**src/sv/edot_ram.sv**
```systemverilog
// Generic single-write, single-read synchronous RAM with registered read data.
`timescale 1ns / 1ps

module edot_ram #(
    parameter int WIDTH = 8,
    parameter int DEPTH = 64,
    parameter int AW    = (DEPTH > 1) ? $clog2(DEPTH) : 1
) (
    input  logic             clk,
    input  logic             wr_en,
    input  logic [AW-1:0]    wr_addr,
    input  logic [WIDTH-1:0] wr_data,
    input  logic             rd_en,
    input  logic [AW-1:0]    rd_addr,
    output logic [WIDTH-1:0] rd_data
);

    logic [WIDTH-1:0] mem [DEPTH];
    logic [WIDTH-1:0] rd_data_reg;

    // Write port and registered read port.
    always_ff @(posedge clk)
    begin
        if (wr_en)
        begin
            mem[wr_addr] <= wr_data;
        end
        if (rd_en)
        begin
            rd_data_reg <= mem[rd_addr];
        end
    end

    assign rd_data = rd_data_reg;

endmodule

```
**config.mk**
```make
export PLATFORM = sky130hd
export DESIGN_NAME = edot_ram
export DESIGN_NICKNAME = d
export VERILOG_FILES = /design/src/sv/edot_ram.sv
export SDC_FILE = /design/constraint.sdc
export NUM_CORES = 1
export LEC_CHECK = 0
export BUFFER_PORTS_ARGS = -buffer_cell sky130_fd_sc_hd__buf_2
export CAP_MARGIN = 20
export CORE_AREA = 8 8 183 271
export CTS_BUF_LIST = sky130_fd_sc_hd__clkbuf_8
export DETAILED_ROUTE_END_ITERATION = 8
export DIE_AREA = 0 0 191 279
export PLACE_DENSITY = 0.64
export SYNTH_ARGS = -nofsm -noshare
export SYNTH_HDL_FRONTEND = slang
export SYNTH_SLANG_ARGS = --single-unit
```
**constraint.sdc**
```tcl
create_clock -name clk -period 2.8 [get_ports clk]
set_clock_uncertainty 0.1 [all_clocks]
set_input_delay 0.28 -clock clk [delete_from_list [all_inputs] [get_ports clk]]
set_output_delay 0.28 -clock clk [all_outputs]
set_load 0.02 [all_outputs]
```
==> impl_results.md, run 1 <==
- Worst skew pair latency: roughly 660 ps
- Syn Std Cell Area: 20200 um2
- Min-Delay Path Depth: 2
- Worst VDD drop: 0.266 mV
- Most frequent cell after synthesis: edfxtp_1
- Initial Util: 44.5%
- Startpoint Class: flop
- Worst slew pin tran: ~850 ps
- Synthesized area per cell: 21.5 um2
- Routed vias/inst: approximately 5.7
- Post-CTS Setup Bufs: 0
- Die area: 53300 um2
- Dominant synthesized flop cell: edfxtp_1
- R2r setup slk: roughly 440 ps
- Count of mapped cells out of synthesis: 940
- Clock Path Buffers: 3
- Post-synth EDFFs: 520
- Post-Layout Cell Count: 1765
- Core ar.: 45500 um2
- Synth async-reset ratio: 0%
- Arr. time, crit path: 2630 ps
- Vias in the first global route: 10600
- Fmax: 0.423 GHz
- Yosys reg bits: 520
- Die width: 191 um
- Initial antenna violation count: 4
- Cell Pwr Density: 655 nW/um2
- Slew Viols, Final: 0
- Clk root buf: clkbuf_8
- DR DRC count: 0
- I/O pin total: 31
- Die Ht: ~280 um
- Share of cells above drive strength 1: 32.8%
- Largest register FFs: 512
- DR WL/cell: 26.8 um
- HP Class: input port to flop
- HPWL Detailed: 31500 um
- H-tree levels: 3
- Gr usage total: roughly 18%
- Tmin final: about 2400 ps
- Status: finished clean
- Row count: 96
- WS Path Type: flop to flop
- Setup repair after global routing missed its margin: false
- Slew margin rel.: a little over two fifths
- Register Area: 15600 um2
- Port bufs: 30
- Cell accounting for the most synthesized area: edfxtp_1
- Total negative slack: 0 ps
- Clock slew at reported path FFs: around 70 ps
- Ranking of synthesized cells by area: edfxtp_1 77%, mux4_2 14%, nor2_1 1.5%
- Post-synth top area share: 77.1%
- Critical Path Sink Type: flop
- Worst endpoint required time: 3070 ps
- Final Wtd Congestion: 0.810
- Multi-input gate area: 4320 um2
- Commonest cells in the netlist: 520 x edfxtp_1, 126 x mux4_2, 83 x nor2_1
- Setup Viol. Count Final: 0
- CTS tree: done
- Sink Count: 520
- ANT nets after route: 0
- Termination of the worst setup path: rd_data[6]
- Post-Route WL: approximately 47000 um
- Post-synth cell types: 39
- Iter 0 DRT Violations: ~910
- R2r startpoint: mem[21][6]
- Post-route design area: 23300 um2
- Yosys warns: 0
- Fillers: 3571
- Fin. Hold Viols: 0
- Reg2reg end: rd_data[6]
- First-pass GRT wire length: 69200 um
- Syn Nets: 963
- Sequential area share after synthesis: 77.1%
- 1st-pass router iterations: 5
- Total Power: 15300 uW
- Max-cap viol count: 0
- Reg2Reg Depth: 5
- DRT met1 WL: 17800 um
- Critical Path Fanout Max: 1
- Placed instance count: 1628
- Pleak: approximately 0.0075 uW
- DR WL met2: around 25000 um
- Top routing layer used: met5
- Core Util, Final: 51.1%
- Met3 WL post-DR: 2540 um
- Nets: 1143
- Vias: 10000
- Period utilisation layout: ~84%
- Gr ovfl total: 0
- Placement Cell Area: 21900 um2
- Area grow syn2layout: 15.0%
- CP startpoint: mem[21][6]
- Total CTS buffers: 75
- Largest net degree at the start of global routing: 65
==> critical path, stage by stage, from the launching register on <==
cell and delay, ps:
edfxtp_1 380, mux4_2 480, mux2_2 290, o221a_2 290
nor3_1 400, o32ai_1 150
==> kinds of logic (layout without fill, tap and decap cells) <==
group	Yosys count	count (layout)	share of synthesized area, %
buffers and inverters	51	287	1.56
AO/OA/AOI/OAI	54	54	2.06
other	0	1	0
multiplexers	162	162	15.9
flip-flops	520	520	77.1
AND/OR/NAND/NOR	153	153	3.37
==> layout by cell type, fill, tap and decap left out, types with 9 or more instances in the layout <==
cell type / n
buf_4: 114
nand2_1: 19
clkbuf_8: 77
inv_1: 21
edfxtp_1: 520
nand3_1: 13
buf_2: 27
mux2_2: 13
nor2_1: 83
mux2i_1: 23
nor2b_1: 14
mux4_2: 126
buf_12: 9
clkinv_1: 18
==> metrics by stage <==
step	worst slack (ps)	hold slack, ps
6_report	435	91.4
5_1_grt	335	78.9
4_1_cts	390	44.7
3_5_place_dp	112	563
3_3_place_gp	119	567
2_1_floorplan	614	279
==> repair_timing <==
item                      in CTS  in global routing
hold endpoints to repair      24                  0
hold buffers                   3                  0
resized for setup              0                  0
==> layout make-up <==
class / instances / area share (%)
clock inverter: 57 / 1.52
sequential: 520 / 67.1
antenna: 1 / 0.0107
tap: 588 / 3.16
clock buffer: 76 / 4.49
multi-input combinational: 369 / 18.5
timing repair buffer: 154 / 5.22
==> worst min path at each step <==
stage          slack [ps]    endpoint        from
2_1_floorplan         280   mem[0][0]  wr_data[0]
3_3_place_gp          570  rd_data[1]       rd_en
3_5_place_dp          560  rd_data[1]       rd_en
4_1_cts                40  mem[24][7]  wr_data[7]
5_1_grt                80  mem[24][7]  wr_data[7]
6_report               90  mem[24][7]  wr_data[7]
==> report_power, final <==
group | leakage, uW | switching [uW] | internal (uW) | total [uW]
clock | 0.000780 | 2820 | 2910 | 5720
combinational | 0.00207 | 523 | 350 | 873
sequential | 0.00469 | 22.1 | 8630 | 8650
total | 0.00754 | 3360 | 11900 | 15300
==> per-layer routing <==
metal | vias up | GRT usage (%)
met5 | - | 0
met4 | 2 | 7.34
met3 | 80 | 3.27
met2 | 359 | 31.8
met1 | 5281 | 21.0
li1 | 4302 | -
(Power assumes the default switching activity.)
==> run 2, diff against run 1 <==
Settings changed: PLACE_DENSITY 0.64 to 0.66.
Clock period 2.8 ns to 2.05 ns, I/O delays scaled along.
==> run 2 against run 1 <==
Net effect: the flow now finishes with violations (negative setup slack); combinational power rose by 48%; register-to-register slack worse by 460 ps; power rose by 35%; non-clock buffer count increased by 37; hold slack worse by 45 ps; via count increased by 1.5%; sequential share of layout area is 1.2 points lower; critical path depth is the same; flip-flop and latch count stayed put; largest cell class unchanged.
==> impl_results.md, run 2 (same netlist as run 1, synthesis figures left out) <==
- Total Power: 20600 uW (+35%)
- CP max-delay cell: mux4_2
- Iter 0 DRT Violations: 800 (-12%)
- Vias: 10200 (+1.5%)
- Arr. time, crit path: 2320 ps (-310 ps)
- Min-Delay Path Depth: 1 (-1)
- Final Wtd Congestion: 0.810 (unchanged)
- Port bufs: 30 (unchanged)
- DR DRC count: 0 (unchanged)
- Post-CTS Setup Bufs: 0 (unchanged)
- First-pass GRT wire length: 70500 um (+1.9%)
- Fillers: 3498 (-2.0%)
- R2r startpoint: mem[16][6]
- Reg2reg end: rd_data[6]
- Fmax: 0.483 GHz (+14%)
- Worst VDD drop: 0.388 mV (+46%)
- Most common cell after layout, fill and taps aside: edfxtp_1
- Critical Path Sink Type: flop
- Sw frac: 21.9% (-0.14 points)
- Clock Path Buffers: 3 (unchanged)
- Core ar.: 45500 um2 (unchanged)
- Die area: 53300 um2 (unchanged)
- Vias in the first global route: 10900 (+2.8%)
- Initial antenna violation count: 1 (-3)
- Slew Viols, Final: 0 (unchanged)
- Clock slew at reported path FFs: 80 ps (about the same)
- Post-Layout Cell Count: 1795 (+1.7%)
- Die width: 191 um (unchanged)
- R2r setup slk: -20 ps (-460 ps)
- Largest register FFs: 512 (unchanged)
- Cell Pwr Density: 869 nW/um2 (+33%)
- CTS tree: done
- Period utilisation layout: 101% (+17 points)
- Max-cap viol count: 0 (unchanged)
- Combinational share of power: 6.3% (+0.6 points)
- Area grow syn2layout: 17.0%
- HPWL Detailed: 32200 um (+2.2%)
- Tmin final: 2070 ps (-294 ps)
- Setup Viol. Count Final: 3 (+3)
- Initial Util: 44.5% (unchanged)
- Fin. Hold Viols: 0 (unchanged)
- HP Class: input port to flop
- Clock power share: 36.3% (-1.2 points)
- Nets: 1177 (+3.0%)
- Gr usage total: 18.1% (+0.16 points)
- ANT nets after route: 0 (unchanged)
- Int Pwr: 16100 uW (+35%)
- Startpoint Class: flop
- Placed instance count: 1665 (+2.3%)
- Status: complete, but fails checks
- WS Path Type: flop to flop
- Critical Path Fanout Max: 1 (unchanged)
- Reg2Reg Depth: 5 (unchanged)
- DR WL/cell: 26.4 um (-1.4%)
- Hold path start: wr_data[5]
- 1st-pass router iterations: 6 (+1)
- Commonest non-fill, non-tap cells in the layout: 520 x edfxtp_1, 145 x buf_4, 126 x mux4_2, 81 x nor2_1, 78 x clkbuf_8
- Worst endpoint required time: 2300 ps (-770 ps)
- Sink Count: 520 (unchanged)
- Post-route setup slack: -20.7 ps (-456 ps)
- Max stage delay on crit path: 500 ps (+20 ps)
- Register Area: 15600 um2 (unchanged)
- Die Ht: 279 um (unchanged)
- Largest net degree at the start of global routing: 65 (unchanged)
- Post-Route WL: 47400 um (+0.28%)
- Row count: 96 (unchanged)
- I/O pin total: 31 (unchanged)
- Multi-input gate area: 4450 um2 (+3.1%)
- Clk root buf: clkbuf_8
- Setup repair after global routing missed its margin: true
- Pleak: 0.00774 uW (+2.7%)
- Hold path endpoint: mem[41][5]
- Routed vias/inst: 5.67 (-0.15%)
- H-tree levels: 3 (unchanged)
- Worst slew pin tran: 964 ps (+112 ps)
- Sequential fraction of design power: 57.4% (+0.7 points)
- Share of cells above drive strength 1: 36.3% (+3.5 points)
- Total CTS buffers: 72 (-4.0%)
- Critical-path cell list: mux4_2 -> mux2_2 -> o221a_4 -> nor3_4 -> o32ai_1
- Gr ovfl total: 0 (unchanged)
- Failing checks: negative setup slack
- NetSw: 4510 uW (+34%)
- Slew margin rel.: 35.8% (-7.5 points)
- Worst skew pair latency: 620 ps (-40 ps)
## run 2: power groups by stage
stage,Clock (uW),Sequential (uW),Combinational [uW]
floorplan,0,12100,630
CTS,7640,11800,1290
global placement,0,12000,1230
global route,8050,11800,1370
finish,7470,11800,1290
detailed placement,0,12000,1260
## run 2: how the worst max path moves through the flow
| stage | from | to | slack (ps) | cells after the start |
|---|---|---|---|---|
| after global placement | rd_addr[0] | rd_data[6] | -520 | 7 |
| after detailed placement | rd_addr[0] | rd_data[6] | -550 | 7 |
| after CTS | mem[16][6] | rd_data[6] | -20 | 5 |
| final | mem[16][6] | rd_data[6] | -20 | 5 |
| after global routing | mem[16][6] | rd_data[6] | -70 | 5 |
| after floorplan | rd_addr[0] | rd_data[3] | 20 | 6 |
## run 2: timing repair
action                                 CTS  global route
hold buffers                             3             0
pin swaps                                4             4
gates cloned                             0             0
endpoints found under the hold margin   90             0
gates resized for setup                 15            13
setup endpoints to repair                8             8
## run 2: area by class of cell
| class | instances | area share [%] |
|---|---|---|
| diodes | 1 | 0.0106 |
| clock buffers | 77 | 4.47 |
| multi-input cells | 369 | 18.8 |
| repair buffers | 191 | 6.58 |
| clock inverters | 49 | 1.14 |
| well taps | 588 | 3.11 |
| flip-flops and latches | 520 | 65.9 |
## run 2: metrics by stage
stage | setup WS [ps] | cell area, um2 | setup TNS, ps | util, % | hold WS [ps]
2_1_floorplan | 15.1 | 20300 | 0 | - | 204
3_3_place_gp | -520 | 22200 | -3440 | 48.7 | 512
3_5_place_dp | -551 | 22200 | -3660 | 48.7 | 513
4_1_cts | -23.7 | 23600 | -31.7 | 51.9 | 16.5
5_1_grt | -66.8 | 23700 | -271 | 52.0 | 48.1
6_report | -20.7 | 23700 | -32.8 | 52.0 | 46.1
## run 2: worst max-delay path: cells and delay by family, from the launching register on
family	cells	cell delay [ps]
simple gates	1	150
compound gates	2	390
mux	2	800
flops	1	370
## run 2: layer usage
layer	track usage (%)	up-vias	part of all wire [%]
li1	-	4375	-
met1	20.6	5358	36
met2	32.9	353	55
met3	2.80	93	5.1
met4	7.89	0	3.7
met5	0	-	0
==> run 3, diff against run 2 <==
Settings changed: PLACE_DENSITY 0.66 to 0.64.
Clock period 2.05 ns to 2.3 ns, I/O delays scaled along.
==> run 3 against run 2 <==
Net effect: the run now ends clean; utilization is 0.83 points lower; clock power decreased by 15%; setup slack better by 120 ps; wire length down 2.7%; sequential power shrank 11%; largest power group unchanged; highest routed layer unchanged.
==> impl_results.md, run 3 (same netlist as run 1, synthesis figures left out) <==
- Setup Viol. Count Final: 0 (-3)
- Slew Viols, Final: 0 (unchanged)
- Most common cell after layout, fill and taps aside: edfxtp_1
- Routed vias/inst: 5.60 (-1.3%)
- Critical Path Sink Type: flop
- First-pass GRT wire length: 68400 um (-2.9%)
- Fin. Hold Viols: 0 (unchanged)
- Post-CTS Setup Bufs: 0 (unchanged)
- Die width: 191 um (unchanged)
- Arr. time, crit path: 2460 ps (+140 ps)
- WS Path Type: flop to flop
- Nets: 1159 (-1.5%)
- Status: finished clean
- Iter 0 DRT Violations: 724 (-9.5%)
- Worst endpoint required time: 2560 ps (+260 ps)
- Share of cells above drive strength 1: 34.2% (-2.1 points)
- Clk root buf: clkbuf_8
- Sink Count: 520 (unchanged)
- Period utilisation layout: 95.8% (-5.2 points)
- Largest register FFs: 512 (unchanged)
- Total Power: 18000 uW (-13%)
- Clock slew at reported path FFs: 70 ps (about the same)
- H-tree levels: 3 (unchanged)
- ANT nets after route: 0 (unchanged)
- Vias: 9932 (-2.4%)
- Post-Route WL: 46100 um (-2.7%)
- Total CTS buffers: 73 (+1.4%)
- Cell Pwr Density: 770 nW/um2 (-11%)
- Critical Path Fanout Max: 1 (unchanged)
- Initial antenna violation count: 3 (+2)
- Tmin final: 2200 ps (+133 ps)
- Pleak: 0.00757 uW (-2.2%)
- Gr usage total: 17.6% (-0.43 points)
- Die area: 53300 um2 (unchanged)
- Fillers: 3595 (+2.8%)
- Initial Util: 44.5% (unchanged)
- CTS tree: done
- DR DRC count: 0 (unchanged)
- DR WL/cell: 26.0 um (-1.6%)
- Row count: 96 (unchanged)
- Largest net degree at the start of global routing: 65 (unchanged)
- Core ar.: 45500 um2 (unchanged)
- Port bufs: 30 (unchanged)
- HP Class: input port to flop
- Final Wtd Congestion: 0.803 (-0.82%)
- Vias in the first global route: 10600 (-2.6%)
- Fmax: 0.454 GHz (-6.1%)
- Slew margin rel.: 49.9% (+14 points)
- Worst slew pin tran: 752 ps (-211 ps)
- Area grow syn2layout: 15.2%
- Worst VDD drop: 0.366 mV (-5.6%)
- Setup repair after global routing missed its margin: false
- Die Ht: 279 um (unchanged)
- Worst skew pair latency: 620 ps (about the same)
- Total negative slack: 0 ps (+32.8 ps)
- Commonest non-fill, non-tap cells in the layout: 520 x edfxtp_1, 130 x buf_4, 126 x mux4_2, 83 x nor2_1, 77 x clkbuf_8
- Clock Path Buffers: 3 (unchanged)
- I/O pin total: 31 (unchanged)
- WHS: 90.5 ps (+44.5 ps)
- Startpoint Class: flop
- HPWL Detailed: 30800 um (-4.5%)
- Gr ovfl total: 0 (unchanged)
- 1st-pass router iterations: 7 (+1)
- Max-cap viol count: 0 (unchanged)
run 3: changes by cell type in the layout (fill, tap and decap cells not counted), moves of 3 or more:
| cell | change |
|---|---|
| inv_1 | -5 |
| buf_4 | -15 |
| buf_12 | -3 |
| clkinv_2 | +5 |
| clkinv_1 | +4 |
| a221oi_1 | +3 |
run 3: area by class of cell:
cell class	instances	area [um2]	share of cell area, %
multi-input cells	369	4330	18.6
clock inverters	49	215	0.923
clock buffers	76	1050	4.49
repair buffers	172	1380	5.90
diodes	1	2.50	0.0107
flip-flops and latches	520	15600	67.0
well taps	588	736	3.16
run 3: path summary, 6_finish.rpt:
check             startpoint          to  slack (ps)  cells past startpoint
hold reg to reg   mem[22][0]  rd_data[0]         810                      4
hold / removal    rd_addr[5]  rd_data[2]          90                      3
setup / recovery  mem[29][4]  rd_data[4]         100                      5
setup reg to reg  mem[29][4]  rd_data[4]         100                      5
run 3: report_power, final:
group / internal, uW / switching [uW]
combinational: 454 / 631
clock: 3070 / 3270
sequential: 10500 / 24.4
run 3: critical path: stages, from the launching register on:
cell and delay (ps):
edfxtp_1 370, mux4_2 490, mux2_2 300, o221a_2 300
nor3_2 270, o32ai_1 130
run 3: repair_timing:
| action | 4_1_cts | 5_1_grt |
|---|---|---|
| hold buffers | 3 | 0 |
| endpoints found under the hold margin | 42 | 0 |
| resized for setup | 1 | 1 |
| endpoints found under the setup margin | 1 | 1 |
run 3: metal layers:
metal  up-vias  track usage (%)  part of all wire [%]
li1       4324                -                     -
met4         0             6.84                   3.1
met3        94             2.95                   4.7
met1      5217             20.0                    37
met2       297             32.5                    56
met5         -                0                     0
run 3: stage by stage:
step	cells	cell area [um2]	worst slack, ps	utilization (%)
3_5_place_dp	1646	22000	-419	48.4
5_1_grt	1775	23300	48.7	51.2
4_1_cts	1774	23300	23.3	51.2
2_1_floorplan	940	20200	164	-
3_3_place_gp	1646	22000	-415	48.4
6_report	1775	23300	95.8	51.2
